--- src/rtl/core/oca_pkg.sv ---
// Shared types and constants for the overlap column allocator.
// Holds the scan record that travels along the cell chain and the write beat.
// No dependencies.
package oca_pkg;

  localparam int MAX_COLUMNS = 16;
  localparam int COL_W = $clog2(MAX_COLUMNS);
  localparam int CNT_W = $clog2(MAX_COLUMNS + 1);
  localparam int TIME_W = 7;
  localparam logic [TIME_W-1:0] QUARTERS_PER_DAY = TIME_W'(24 * 4);

  typedef enum logic [1:0] {
    ST_IDLE,
    ST_SCAN,
    ST_DECIDE
  } state_t;

  // Running result of the scan, updated by each cell in turn.
  typedef struct packed {
    logic [CNT_W-1:0]  n;
    logic [TIME_W-1:0] start;
    logic [TIME_W-1:0] min_end;
    logic [COL_W-1:0]  min_idx;
    logic [CNT_W-1:0]  cur_len;
    logic [COL_W-1:0]  cur_start;
    logic [CNT_W-1:0]  best;
    logic [COL_W-1:0]  best_start;
  } rec_t;

  // Marks a range of columns with a new end time.
  typedef struct packed {
    logic              en;
    logic [COL_W-1:0]  col;
    logic [CNT_W-1:0]  span;
    logic [TIME_W-1:0] stop;
  } wr_t;

endpackage

--- src/rtl/core/oca_cell.sv ---
// One column of the allocator: holds that column's end time.
// Updates the passing scan record and registers it for its right neighbor.
// Depends on oca_pkg.
module oca_cell
  import oca_pkg::*;
(
  input  logic             clk,
  input  logic             rst,
  input  logic             clear,
  input  logic [COL_W-1:0] idx,
  input  rec_t             rec_in,
  input  wr_t              wr,
  output rec_t             rec_out
);

  logic [TIME_W-1:0] end_time;
  rec_t              rec_next;
  logic              active;
  logic              free;
  logic [CNT_W-1:0]  run_len;
  logic [COL_W-1:0]  run_start;
  logic [CNT_W:0]    lim;
  logic              in_rng;

  assign active = CNT_W'(idx) < rec_in.n;
  assign lim = (CNT_W + 1)'(wr.col) + (CNT_W + 1)'(wr.span);
  assign in_rng = (idx >= wr.col) && ((CNT_W + 1)'(idx) < lim);

  always_comb begin
    rec_next = rec_in;
    free = active && (end_time <= rec_in.start);
    run_len = rec_in.cur_len + CNT_W'(1);
    run_start = (rec_in.cur_len == '0) ? idx : rec_in.cur_start;
    if (active && (end_time < rec_in.min_end)) begin
      rec_next.min_end = end_time;
      rec_next.min_idx = idx;
    end
    if (free) begin
      rec_next.cur_len = run_len;
      rec_next.cur_start = run_start;
      if (run_len > rec_in.best) begin
        rec_next.best = run_len;
        rec_next.best_start = run_start;
      end
    end else begin
      rec_next.cur_len = '0;
    end
  end

  always_ff @(posedge clk) begin
    if (rst || clear) begin
      end_time <= '0;
    end else if (wr.en && in_rng) begin
      end_time <= wr.stop;
    end
  end

  always_ff @(posedge clk) begin
    rec_out <= rec_next;
  end

endmodule

--- src/rtl/core/oca_chain.sv ---
// Row of column cells; the scan record moves one cell per clock.
// Write beats reach all cells at once.
// Depends on oca_pkg and oca_cell.
module oca_chain
  import oca_pkg::*;
(
  input  logic clk,
  input  logic rst,
  input  logic clear,
  input  rec_t scan_in,
  input  wr_t  wr,
  output rec_t scan_out
);

  rec_t link [MAX_COLUMNS+1];

  assign link[0] = scan_in;
  assign scan_out = link[MAX_COLUMNS];

  for (genvar i = 0; i < MAX_COLUMNS; i++) begin : g_cell
    oca_cell u_cell (
      .clk     (clk),
      .rst     (rst),
      .clear   (clear),
      .idx     (COL_W'(i)),
      .rec_in  (link[i]),
      .wr      (wr),
      .rec_out (link[i+1])
    );
  end

endmodule

--- src/rtl/core/overlap_column_allocator.sv ---
// Top level of the overlap column allocator: control sequencer and result registers.
// Depends on oca_pkg and oca_chain.
//
//   Channel  | Handshake            | Beat contents
//   ---------+----------------------+---------------------------------------------
//   input    | start, busy          | first_of_day, start_quarter, end_quarter
//   result   | done (one cycle)     | column, column_span, column_count, overflow
//
// Every interval passes from the accepting edge through the scan state, in which the
// scan record walks the cell chain one cell per clock, and the decide state, which
// decides the placement and marks the chosen columns, on to the registered done beat.
// A new interval can be accepted in the cycle that shows done.
// Reset is synchronous and active high; it empties the table to one column ending
// at quarter zero. The receiver cannot stall, so a result beat lasts one cycle.
module overlap_column_allocator
  import oca_pkg::*;
(
  input  logic              clk,
  input  logic              rst,
  input  logic              start,
  output logic              busy,
  input  logic              first_of_day,
  input  logic [TIME_W-1:0] start_quarter,
  input  logic [TIME_W-1:0] end_quarter,
  output logic              done,
  output logic [COL_W-1:0]  column,
  output logic [CNT_W-1:0]  column_span,
  output logic [CNT_W-1:0]  column_count,
  output logic              overflow
);

  state_t            state;
  state_t            state_next;
  logic [COL_W-1:0]  scan_cnt;
  logic [TIME_W-1:0] start_q;
  logic [TIME_W-1:0] stop_q;
  logic [CNT_W-1:0]  count;
  logic [COL_W-1:0]  chosen;
  logic              accept;
  logic              clear;
  rec_t              scan_in;
  rec_t              scan_out;
  wr_t               wr;

  // Decision signals, valid in the decide cycle.
  logic              need_new;
  logic              full;
  logic              ovf_next;
  logic [COL_W-1:0]  col_next;
  logic [CNT_W-1:0]  span_next;
  logic [CNT_W-1:0]  count_next;
  logic [COL_W-1:0]  chosen_next;

  assign accept = start && !busy;
  assign clear = accept && first_of_day;

  // The record entering the first cell carries the search seeds: no earlier end
  // than the day end, the previous chosen column as fallback, and a best run of one.
  always_comb begin
    scan_in.n = count;
    scan_in.start = start_q;
    scan_in.min_end = QUARTERS_PER_DAY;
    scan_in.min_idx = chosen;
    scan_in.cur_len = '0;
    scan_in.cur_start = '0;
    scan_in.best = CNT_W'(1);
    scan_in.best_start = '0;
  end

  oca_chain u_chain (
    .clk      (clk),
    .rst      (rst),
    .clear    (clear),
    .scan_in  (scan_in),
    .wr       (wr),
    .scan_out (scan_out)
  );

  always_ff @(posedge clk) begin
    if (rst) begin
      state <= ST_IDLE;
    end else begin
      state <= state_next;
    end
  end

  // Next state, and the placement decision taken from the record that left the
  // last cell.
  always_comb begin
    state_next = state;
    busy = 1'b1;
    need_new = start_q < scan_out.min_end;
    full = count == CNT_W'(MAX_COLUMNS);
    ovf_next = 1'b0;
    col_next = '0;
    span_next = '0;
    count_next = count;
    chosen_next = scan_out.min_idx;
    wr = '0;
    unique case (state)
      ST_IDLE: begin
        busy = 1'b0;
        if (start) begin
          state_next = ST_SCAN;
        end
      end
      ST_SCAN: begin
        if (scan_cnt == COL_W'(MAX_COLUMNS - 1)) begin
          state_next = ST_DECIDE;
        end
      end
      ST_DECIDE: begin
        state_next = ST_IDLE;
        if (need_new) begin
          if (full) begin
            // Table full: nothing placed, table untouched.
            ovf_next = 1'b1;
          end else begin
            col_next = count[COL_W-1:0];
            span_next = CNT_W'(1);
            count_next = count + CNT_W'(1);
          end
        end else begin
          // A run of two or more free columns beats the earliest-ending column.
          if (scan_out.best > CNT_W'(1)) begin
            chosen_next = scan_out.best_start;
          end
          col_next = chosen_next;
          span_next = scan_out.best;
        end
        wr.en = !ovf_next;
        wr.col = col_next;
        wr.span = span_next;
        wr.stop = stop_q;
      end
      default: begin
        state_next = ST_IDLE;
      end
    endcase
  end

  always_ff @(posedge clk) begin
    if (rst) begin
      scan_cnt <= '0;
      count <= CNT_W'(1);
      chosen <= '0;
      done <= 1'b0;
    end else begin
      done <= state == ST_DECIDE;
      if (state == ST_SCAN) begin
        scan_cnt <= scan_cnt + COL_W'(1);
      end else begin
        scan_cnt <= '0;
      end
      if (clear) begin
        count <= CNT_W'(1);
        chosen <= '0;
      end else if (state == ST_DECIDE) begin
        count <= count_next;
        chosen <= chosen_next;
      end
    end
  end

  always_ff @(posedge clk) begin
    if (accept) begin
      start_q <= start_quarter;
      stop_q <= end_quarter;
    end
    if (state == ST_DECIDE) begin
      column <= col_next;
      column_span <= span_next;
      column_count <= count_next;
      overflow <= ovf_next;
    end
  end

`ifndef SYNTHESIS
  a_done_not_busy: assert property (@(posedge clk) disable iff (rst)
    !(done && busy))
    else $error("result beat while an interval is still in work");

  a_overflow_result: assert property (@(posedge clk) disable iff (rst)
    (done && overflow) |-> (column_span == '0 && column_count == CNT_W'(MAX_COLUMNS)))
    else $error("overflow beat with a placed span or a table that is not full");

  a_placed_span: assert property (@(posedge clk) disable iff (rst)
    (done && !overflow) |-> (column_span != '0))
    else $error("placed interval without any column");

  a_accept_busy: assert property (@(posedge clk) disable iff (rst)
    (start && !busy) |=> busy)
    else $error("accepted interval did not make the block busy");

  a_count_range: assert property (@(posedge clk) disable iff (rst)
    (count != '0) && (count <= CNT_W'(MAX_COLUMNS)))
    else $error("column count out of range");
`endif

endmodule

--- config.mk ---
export PLATFORM = sky130hd
export DESIGN_NAME = overlap_column_allocator
export DESIGN_NICKNAME = d
export VERILOG_FILES = /design/src/rtl/core/oca_pkg.sv /design/src/rtl/core/oca_cell.sv /design/src/rtl/core/oca_chain.sv /design/src/rtl/core/overlap_column_allocator.sv
export SDC_FILE = /design/constraint.sdc
export NUM_CORES = 1
export LEC_CHECK = 0
export BUFFER_PORTS_ARGS = -buffer_cell sky130_fd_sc_hd__buf_2
export CAP_MARGIN = 10
export CORE_MARGIN = 5
export CORE_UTILIZATION = 30
export DETAILED_ROUTE_END_ITERATION = 12
export GPL_ROUTABILITY_DRIVEN = 0
export PLACE_DENSITY = 0.55
export SYNTH_ARGS = -nofsm -noshare
export SYNTH_HDL_FRONTEND = slang
export SYNTH_SLANG_ARGS = --single-unit
--- constraint.sdc ---
create_clock -name clk -period 6.16 [get_ports clk]
set_input_delay 0.924 -clock clk [delete_from_list [all_inputs] [get_ports clk]]
set_output_delay 0.924 -clock clk [all_outputs]
set_load 0.02 [all_outputs]
# Word-level counts from Yosys, hierarchy flattened
# Cells that the tools add are included.
[totals] ff_bits=779 input_bits=18 output_inout_bits=17 wordCells=433
[classes] n_addsub=18 order_cmp=97 n_eq_ne=6 muxes=75 n_bitwise=1 reduce_logical=88
[op_table] op="$mux 13" count=13
[op_table] op="$mux 11" count=15
[op_table] op="$mux 9" count=15
[op_table] op="$le 7x7->1" count=16
[op_table] op="$lt 7x7->1" count=16
[op_table] op="$add 5x1->5 const B" count=16
[op_table] op="$logic_not 5->1" count=15
[op_table] op="$mux 4" count=18
[op_table] op="$gt 5x5->1" count=14
[op_table] op="$logic_and 1x1->1" count=66
[op_table] op="$lt 4x6->1 const A" count=8
[op_table] op="$lt 4x5->1 const A" count=8
[op_table] op="$ge 4x4->1 const A" count=8
[op_table] op="$lt 3x6->1 const A" count=4
[op_table] op="$lt 3x5->1 const A" count=4
[op_table] op="$mux 17" count=1
[op_table] op="$ge 3x4->1 const A" count=4
[op_table] op="$mux 5" count=3
[op_table] op="$lt 1x6->1 const A" count=2
[op_table] op="$lt 2x6->1 const A" count=2
[op_table] op="$gt 5x1->1 const B" count=2
[op_table] op="$lt 1x5->1 const A" count=2
[op_table] op="$lt 2x5->1 const A" count=2
[op_table] op="$ge 1x4->1 const A" count=2
[op_table] op="other kinds (18)" count=29

# Logic depth before layout (Yosys ltp)
# Gate-level depths: netlist (run 1).
[depth] ltp_word=10 mapped_depth=23 ltp_nobuf=19

# By module
# A second synthesis (run 1) with hierarchy kept.
[unflattened] cells_unflattened=3873 hier_area_um2=41184.5
[modules_own_cells] mod="oca_cell at u_chain.g_cell[0].u_cell ..." instances=15 cells_each=230 area_each_um2=2432.3 seq_area_each_um2=960.9
[modules_own_cells] mod="oca_cell at u_chain.g_cell[4].u_cell" instances=1 cells_each=227 area_each_um2=2458.6 seq_area_each_um2=960.9
[modules_own_cells] mod="overlap_column_allocator" instances=1 cells_each=194 area_each_um2=2233.4 seq_area_each_um2=1191.1
[modules_own_cells] mod="oca_chain" instances=1 cells_each=2 area_each_um2=7.5 seq_area_each_um2=0.0

# Worst setup path before layout (run 1)
# OpenSTA, ideal clock, no wires.
[synth_path] path_type="reg2reg" from="register start_q[2]" to="register u_chain.g_cell[0].u_cell.end_time[6]" setup_time_ns=0.128 t_arrival_ns=4.380 required_ns=6.032 path_slack_ns=1.652 path_stages_with_launch=18 path_buffers=2 period_less_slack_ns=4.508 path_cell_list="edfxtp_1 ha_1 a21o_1 a31oi_1 o221ai_1 buf_2 mux2i_2 nor2_1 ha_1 nand2_1 o311a_1 or4_1 a21bo_1 buf_6 or3_4 nand4_4 mux2i_1 nor2_1"
[synth_between] elab_chain_cells=7 elab_cells_between_ends=12 classes_between="add/sub: 1; order compare: 3; mux: 5; reduce/logical: 3"
[synth_lines] element="from (decl)" line_no="overlap_column_allocator.sv:35" source="logic [TIME_W-1:0] start_q;"
[synth_lines] element="from (signal assigned)" line_no="overlap_column_allocator.sv:167" source="start_q <= start_quarter;"
[synth_lines] element="$lt 7x7->1 (*)" line_no="overlap_column_allocator.sv:92" source="need_new = start_q < scan_out.min_end;"
[synth_lines] element="$mux 4 or $mux 5 (tied branches)" line_no="overlap_column_allocator.sv:114" source="if (need_new) begin"
[synth_lines] element="$mux 17 (*)" line_no="overlap_column_allocator.sv:100" source="unique case (state)"
[synth_lines] element="$add 4x5->6" line_no="oca_cell.sv:26" source="assign lim = (CNT_W + 1)'(wr.col) + (CNT_W + 1)'(wr.span);"
[synth_lines] element="$lt 1x6->1" line_no="oca_cell.sv:27" source="assign in_rng = (idx >= wr.col) && ((CNT_W + 1)'(idx) < lim);"
[synth_lines] element="$logic_and 1x1->1" line_no="oca_cell.sv:27"
[synth_lines] element="$logic_and 1x1->1 (*)" line_no="oca_cell.sv:53" source="end else if (wr.en && in_rng) begin"
[synth_lines] element="to (signal assigned)" line_no="oca_cell.sv:54" source="end_time <= wr.stop;"
[synth_lines] element="to (decl)" line_no="oca_cell.sv:16" source="logic [TIME_W-1:0] end_time;"
# Mark *: on every way between the ends. The rest lies on a longest branch, timed or not. The select of a mux whose other input is x is not followed.
# A chain may end at the register's enable or synchronous reset.

# Worst setup path after layout (run 1)
[layout_path] from="register start_q[2]" to="register u_chain.g_cell[11].u_cell.end_time[6]"
[layout_between] elab_chain_cells=7 elab_cells_between_ends=12 classes_between="add/sub: 1; order compare: 3; mux: 5; reduce/logical: 3"
[layout_lines] element="$lt 7x7->1 (*)" line_no="overlap_column_allocator.sv:92"
[layout_lines] element="$mux 4 or $mux 5 (tied branches)" line_no="overlap_column_allocator.sv:114"
[layout_lines] element="$mux 17 (*)" line_no="overlap_column_allocator.sv:100"
[layout_lines] element="$add 4x5->6" line_no="oca_cell.sv:26"
[layout_lines] element="$lt 4x6->1" line_no="oca_cell.sv:27"
[layout_lines] element="$logic_and 1x1->1" line_no="oca_cell.sv:27"
[layout_lines] element="$logic_and 1x1->1 (*)" line_no="oca_cell.sv:53"
[layout_lines] element="to (signal assigned)" line_no="oca_cell.sv:54"
[layout_lines] element="to (decl)" line_no="oca_cell.sv:16"
# Marks and branches as above.

==> results.yml, run 1 <==
logic_synthesis:
  synth-seq-cells: 736
  async_reset_ff_share_pct: 0
  yosysSeqAreaShare_pct: 50.2
  synth.area.top_cells: "dfxtp_1, ha_1, mux2_2"
  netlist_instances: 2843
  syn_avg_cell_area_um2: 10.5
  yosysTopAreaCellShare_pct: 47.3
  synth_top_cell_by_area: "dfxtp_1"
  synth_area_um2: 29900
  synth_edf_count: 29
  ys.flop_type: "dfxtp_1"
  synthDistinctLibCells: 73
  yosys_warnings: 0
  syn-num-nets: 3169
clocking:
  clockBufferDepth: 3
  postCtsHoldBufs: 0
  cts_root_buffer: "clkbuf_16"
  postCtsResizedCells: 0
  clkSinkCount: 736
  clk_latency_ns: 0.62
  h-tree-depth: 3
  cts_buffers: 78
  postCtsSetupRepairBufs: 0
  clkTransAtPathRegs_ns: 0.06
  cts_tree: "done"
route:
  viasPerCell: 4.36
  dr.pass1.iters: 5
  route.antenna.remaining_nets: 0
  routed-via-count: 18600
  drcViolationCount: 0
  totalWireLength_mm: 64.8
  drt_iter0_markers: 726
  wl_per_cell_um: 15.2
floorplanning:
  initial_core_util_pct: 30.3
  die_h_um: 326
  core_um2: 98700
  fp.dieArea_um2: 106000
  num_rows: 115
  die_w_um: 326
  ioPinCount: 35
final_layout:
  final_common_cell: "dfxtp_1"
  final_nets: 3249
  final_cell_mix: "dfxtp_1, inv_1, ha_1, mux2_2, nor2_1"
  final_util_pct: 34.8
  synthToLayoutAreaGrowth_pct: 14.9
  layout-drive-gt1-share_pct: 14.7
  nFillCells: 9869
sta:
  post-route-period-util_pct: 80.9
  clock_skew_ns: 0.0230
  slew_headroom_pct: 32.5
  min_period_ns: 4.98
  hold_violations: 0
  worst_slew_pin_slew_ns: 1.01
  fmax_mhz: 201
  setup_viol: 0
  slew_viol_final: 0
  setup_tns_ns: 0
  rsz0062_at_grt: "no"
global_route:
  met2_usage_pct: 19.5
  grt.total_usage_pct: 12.1
  grt_use_met3_pct: 2.15
  grt-ovfl-total: 0
  antenna_found_initial: 5
  grt_pass1_vias: 18600
  grt-busiest-layer: "met2"
  grt_pass1_wl_mm: 103
  grt_max_degree: 89
  gr-usage-met1_pct: 16.7
min_path:
  min_from: "u_chain.g_cell[12].u_cell.rec_out[36]"
  min_to: "u_chain.g_cell[13].u_cell.rec_out[36]"
  hold_class: "register to register"
  holdPathStages: 0
run_status:
  outcome: "finished clean"
critical_path:
  path_class: "register to register"
  start_kind: "register"
  critPathMaxFanout: 18
  reg2reg_depth: 17
  r2r-start: "start_q[2]"
  crit_chain: "ha_1 > a21o_1 > a31oi_1 > o221ai_2 > buf_4 > mux2i_2 > buf_4 > nor2_1 > ha_1 > nand2_1 > o311a_1 > or4_1 > a21bo_1 > nand3_1 > or3_1 > mux2i_1 > nor2_1"
  cp.buffers_inverters: 2
  cp.required_ns: 6.63
  path_delay_family: "simple AND/OR/NAND/NOR gates"
  max_stage_delay_ns: 0.52
  reg2reg_to: "u_chain.g_cell[11].u_cell.end_time[6]"
  worstSetupStartpoint: "start_q[2]"
  end_kind: "register"
  slowest_stage: "or4_1"
  ff2ff_setup_slack_ns: 1.18
  worstPathArrival_ns: 5.45
flow_run:
  drv_cap: 0
power:
  leakage_nw: 14.5
  peakVddDrop_v: 0.000199
  power.density_nw_per_um2: 286
placement:
  port_buffers: 34
  dpl.hpwl_mm: 48.5
==> cells by family after synthesis <==
| logic type | count (synthesis) | synth area share, % |
|---|---|---|
| other cells | 1 | 0.0125 |
| flops | 736 | 50.2 |
| compound gates | 357 | 7.69 |
| xor+xnor | 43 | 1.26 |
| buf+inv | 394 | 5.04 |
| simple gates | 731 | 13.0 |
| mux | 273 | 9.87 |
| fa+ha+maj | 308 | 12.9 |
==> cell type report <==
class	instances	area, µm²	area share (%)
Timing Repair Buffer	62	378	1.10
Antenna cell	2	5.00	0.0146
Tap cell	1287	1610	4.68
Clock buffer	109	2290	6.67
Multi-Input combinational cell	1713	13400	39.1
Sequential cell	736	15000	43.7
Clock inverter	33	382	1.11
Inverter	332	1250	3.62
==> state kept, by name, summed over array words and instances (netlist names) <==
signal                          cells
u_chain.g_cell.u_cell.rec_out     579
done                                1
u_chain.g_cell.u_cell.end_time    112
state                               2
stop_q                              7
scan_cnt                            4
chosen                              4
start_q                             7
column_span                         5
count                               5
overflow                            1
column                              4
column_count                        5
==> per-layer routing <==
metal  vias up  part of all wire [%]  routed length, µm
met5         -                     0                  0
li1       9712                     -                  -
met3       100                   3.2               2100
met1      8576                    49              31800
met4         0                   2.8               1790
met2       239                    45              29000
==> worst max-delay path by stage <==
stage                                             to  depth (start not counted)  slack [ns]
6_report       u_chain.g_cell[11].u_cell.end_time[6]                         17        1.18
5_1_grt         u_chain.g_cell[9].u_cell.end_time[1]                         18        0.72
4_1_cts        u_chain.g_cell[11].u_cell.end_time[6]                         17        1.23
3_5_place_dp   u_chain.g_cell[11].u_cell.end_time[6]                         17        1.27
3_3_place_gp   u_chain.g_cell[11].u_cell.end_time[4]                         17        1.34
2_1_floorplan   u_chain.g_cell[0].u_cell.end_time[6]                         17        1.65
==> through the flow <==
| stage | cells | hold WS [ns] | setup WS [ns] | total power [mW] | area, µm² |
|---|---|---|---|---|---|
| 2_1_floorplan | 2843 | 0.310 | 1.65 | 5.09 | 29900 |
| 3_3_place_gp | 4129 | 0.314 | 1.34 | 5.16 | 31700 |
| 3_5_place_dp | 4130 | 0.312 | 1.27 | 5.16 | 31700 |
| 4_1_cts | 4272 | 0.326 | 1.23 | 9.99 | 34400 |
| 5_1_grt | 4272 | 0.334 | 0.720 | 10.2 | 34400 |
| 6_report | 4274 | 0.325 | 1.18 | 9.85 | 34400 |
==> synthesized netlist by cell type (3+ instances only) <==
cell	count
mux2i_1	98
xor2_1	14
a31oi_1	6
a21oi_1	89
nand2b_1	92
o31ai_1	4
and3_1	18
nand2_1	88
buf_2	15
inv_1	332
mux2_2	174
nor4_1	3
nor2_1	151
ha_1	307
o21bai_1	8
and2_1	35
nor3_1	23
xnor2_1	29
or2_2	40
dfxtp_1	707
o21ai_0	115
nor2b_1	134
a21boi_0	3
nand3_1	109
or3_1	4
a41oi_1	3
buf_1	3
nand4_1	7
nor4b_1	14
a211oi_1	18
o211ai_1	5
a21o_1	36
a311oi_2	9
o21a_1	33
edfxtp_1	29
o22ai_1	4
clkbuf_1	42
==> where the power goes <==
part / total, mW / switching (mW) / internal, mW / leakage [nW]
logic: 0.164 / 0.103 / 0.0606 / 7.17
registers: 4.89 / 0.0361 / 4.85 / 6.01
clock network: 4.80 / 1.90 / 2.90 / 1.31
Note: power is estimated with default switching activity, not from simulation.
==> run 2: changes to the inputs <==
--- a/config.mk
+++ b/config.mk
@@ -5,13 +5,14 @@
 export SDC_FILE = /design/constraint.sdc
 export NUM_CORES = 1
 export LEC_CHECK = 0
+export ABC_AREA = 1
 export BUFFER_PORTS_ARGS = -buffer_cell sky130_fd_sc_hd__buf_2
 export CAP_MARGIN = 10
 export CORE_MARGIN = 5
 export CORE_UTILIZATION = 30
 export DETAILED_ROUTE_END_ITERATION = 12
 export GPL_ROUTABILITY_DRIVEN = 0
-export PLACE_DENSITY = 0.55
+export PLACE_DENSITY = 0.56
 export SYNTH_ARGS = -nofsm -noshare
 export SYNTH_HDL_FRONTEND = slang
 export SYNTH_SLANG_ARGS = --single-unit
==> constraint.sdc (replaced) <==
create_clock -name clk -period 4.1 [get_ports clk]
set_input_delay 0.615 -clock clk [delete_from_list [all_inputs] [get_ports clk]]
set_output_delay 0.615 -clock clk [all_outputs]
set_load 0.02 [all_outputs]
==> run 2 against run 1 <==
Compared with the run above: die area decreased by 0.79%; utilization shrank 0.12 points; critical endpoint is now u_chain.g_cell[12].u_cell.end_time[2]; worst setup slack got worse by 0.84 ns; highest routed layer unchanged; synthesized cell count is 20% higher; critical path type unchanged; fmax up 32%; sequential power is 50% higher; largest power group unchanged; count of clock-buffer cells in the layout up 9; via count grew 15%.
==> results.yml, run 2 <==
critical_path:
  critPathMaxFanout: 14
  cp_common_cell: "nand2_1"
  start_kind: "register"
  worstPathArrival_ns: 4.31
  crit_chain: "ha_1 > nand2_1 > nand2_1 > a21oi_2 > nand2_2 > inv_4 > nor2_1 > inv_1 > nand2_1 > nand2_1 > inv_1 > ha_1 > ha_1 > inv_1 > nand2_1 > nand2_1 > a21oi_1 > nand2_1 > nand2_2 > o21ai_0 > nor2_4 > inv_1 > nor2_1 > nor2_1"
  cp.required_ns: 4.64
  slowest_stage: "edfxtp_1"
  path_class: "register to register"
  max_stage_delay_ns: 0.44
  end_kind: "register"
global_route:
  grt-ovfl-total: 0
  grt_pass1_vias: 20300
  grt_pass1_wl_mm: 107
  grt-busiest-layer: "met2"
  met2_usage_pct: 21.1
  antenna_found_initial: 0
  gr-usage-met1_pct: 16.3
  grt.total_usage_pct: 12.5
  grt_use_met3_pct: 2.12
  grt_max_degree: 57
logic_synthesis:
  synth.area.top_cells: "dfxtp_1, ha_1, inv_1"
  syn-num-nets: 3750
  synthMostInstantiatedCell: "dfxtp_1"
  synth_common_cells: "dfxtp_1, inv_1, nand2_1, nor2_1, ha_1"
  syn_avg_cell_area_um2: 8.67
  synth_top_cell_by_area: "dfxtp_1"
  yosysTopAreaCellShare_pct: 47.7
  synth-seq-cells: 736
  async_reset_ff_share_pct: 0
  yosysSeqAreaShare_pct: 50.6
  synth_edf_count: 29
  synthDistinctLibCells: 62
  ys.flop_type: "dfxtp_1"
  netlist_instances: 3424
  synth_area_um2: 29700
  yosys_warnings: 0
floorplanning:
  num_rows: 115
  ioPinCount: 35
  fp.dieArea_um2: 105000
  die_w_um: 325
  core_um2: 98300
  initial_core_util_pct: 30.2
  die_h_um: 325
sta:
  rsz0062_at_grt: "no"
  setup_viol: 0
  setup_tns_ns: 0
  worst_slew_pin_slew_ns: 1.20
  slew_headroom_pct: 20.0
  hold_violations: 0
  post-route-period-util_pct: 91.8
  fmax_mhz: 266
  fin_ws_ns: 0.338
  min_period_ns: 3.76
  clock_skew_ns: 0.0193
  slew_viol_final: 0
route:
  totalWireLength_mm: 66.9
  wl_per_cell_um: 13.7
  route.antenna.remaining_nets: 0
  drt_iter0_markers: 1162
  drcViolationCount: 0
  dr.pass1.iters: 5
  routed-via-count: 21300
  viasPerCell: 4.39
power:
  p_int_mw: 11.6
  peakVddDrop_v: 0.000315
  pwr-share-comb_pct: 1.7
  swShare_pct: 20.8
  leakage_nw: 15.6
  pwr-share-seq_pct: 50.3
  p_switching_mw: 3.04
  clkPwrFrac_pct: 48.0
  power.density_nw_per_um2: 428
clocking:
  cts_root_buffer: "clkbuf_16"
  cts_tree: "done"
  clkTransAtPathRegs_ns: 0.06
  postCtsHoldBufs: 0
  cts_buffers: 78
  h-tree-depth: 3
  clk_latency_ns: 0.61
  clockBufferDepth: 3
  clkSinkCount: 736
placement:
  dpl.hpwl_mm: 51.1
  dpl_worst_slack_ns: 0.325
  port_buffers: 34
flow_run:
  drv_cap: 0
final_layout:
  final_common_cell: "dfxtp_1"
  final_cell_mix: "dfxtp_1, inv_1, nand2_1, nor2_1, ha_1"
  largest_registers: "u_chain.g_cell.u_cell.rec_out: 579 flops, u_chain.g_cell.u_cell.end_time: 112 flops"
  final_nets: 3846
  largest_register: "u_chain.g_cell.u_cell.rec_out"
  synthToLayoutAreaGrowth_pct: 14.9
  largest_reg_flops: 579
  layout-drive-gt1-share_pct: 7.43
  num_antenna_cells: 0
min_path:
  hold_class: "input pin to register"
run_status:
  outcome: "finished clean"
-- run 2: changes by cell type in the layout (fill, tap and decap cells not counted), moves of 35 or more --
cell / previous run / this run
nand2_1: 88 / 469
nand2b_1: 92 / 0
mux2_2: 174 / 0
nor2_1: 151 / 380
nor2b_1: 134 / 0
nand4_1: 7 / 50
mux2i_1: 98 / 3
inv_1: 332 / 590
and2_1: 35 / 0
a21oi_1: 88 / 270
o21ai_0: 115 / 172
-- run 2: stage by stage --
stage | total power, mW | utilization (%) | instances | hold slack (ns) | area [µm²]
2_1_floorplan | 7.66 | - | 3424 | 0.310 | 29700
3_3_place_gp | 7.75 | 32.0 | 4713 | 0.312 | 31400
3_5_place_dp | 7.75 | 32.0 | 4713 | 0.314 | 31400
4_1_cts | 14.8 | 34.6 | 4854 | 0.141 | 34000
5_1_grt | 15.1 | 34.7 | 4868 | 0.144 | 34100
6_report | 14.6 | 34.7 | 4868 | 0.186 | 34100
-- run 2: power by group through the flow --
stage | Combinational (mW) | Sequential, mW | Clock (mW)
finish | 0.251 | 7.35 | 7.01
global route | 0.289 | 7.36 | 7.50
CTS | 0.250 | 7.35 | 7.20
detailed placement | 0.249 | 7.51 | 0
global placement | 0.243 | 7.51 | 0
floorplan | 0.185 | 7.47 | 0
-- run 2: what timing repair did --
action                     4_1_cts  5_1_grt
resized for setup                0        3
setup endpoints to repair        0       29
buffers inserted                 0        3
-- run 2: path summary, 6_finish.rpt --
path                                   startpoint                               endpoint  slack [ns]  cells after the start
max                                    start_q[4]  u_chain.g_cell[12].u_cell.end_time[2]        0.34                     24
min                              start_quarter[4]                             start_q[4]        0.19                      1
max reg2reg                            start_q[4]  u_chain.g_cell[12].u_cell.end_time[2]        0.34                     24
min reg2reg  u_chain.g_cell[8].u_cell.rec_out[36]   u_chain.g_cell[9].u_cell.rec_out[36]        0.32                      0
-- run 2: layout make-up --
type	count	area [µm²]
multi-input combinational	2034	12200
tap	1287	1610
clock inverter	23	221
sequential	736	15000
fill	10100	64200
clock buffer	118	2370
timing repair buffer	69	433
inverter	601	2260
-- run 2: kinds of logic after synthesis --
group / after synthesis / synth area share [%]
simple gates: 1123 / 16.0
flops: 736 / 50.6
compound gates: 561 / 10.7
mux: 3 / 0.101
fa+ha+maj: 308 / 13.0
xor+xnor: 38 / 1.12
other cells: 1 / 0.0126
buf+inv: 654 / 8.40
-- run 2: metal layers --
layer	wire length, µm	part of all wire [%]
met2	30700	46
met4	1970	2.9
met3	3070	4.6
met1	31100	47
met5	0	0
-- run 2: worst max-delay path, delay by kind of cell, from the launching register on --
family	cells	cell delay (ns)
buffers and inverters	5	0.58
and+or+nand+nor	13	1.31
adders and majority gates	3	0.74
AOI/OAI and AO/OA	3	0.61
DFF	1	0.44
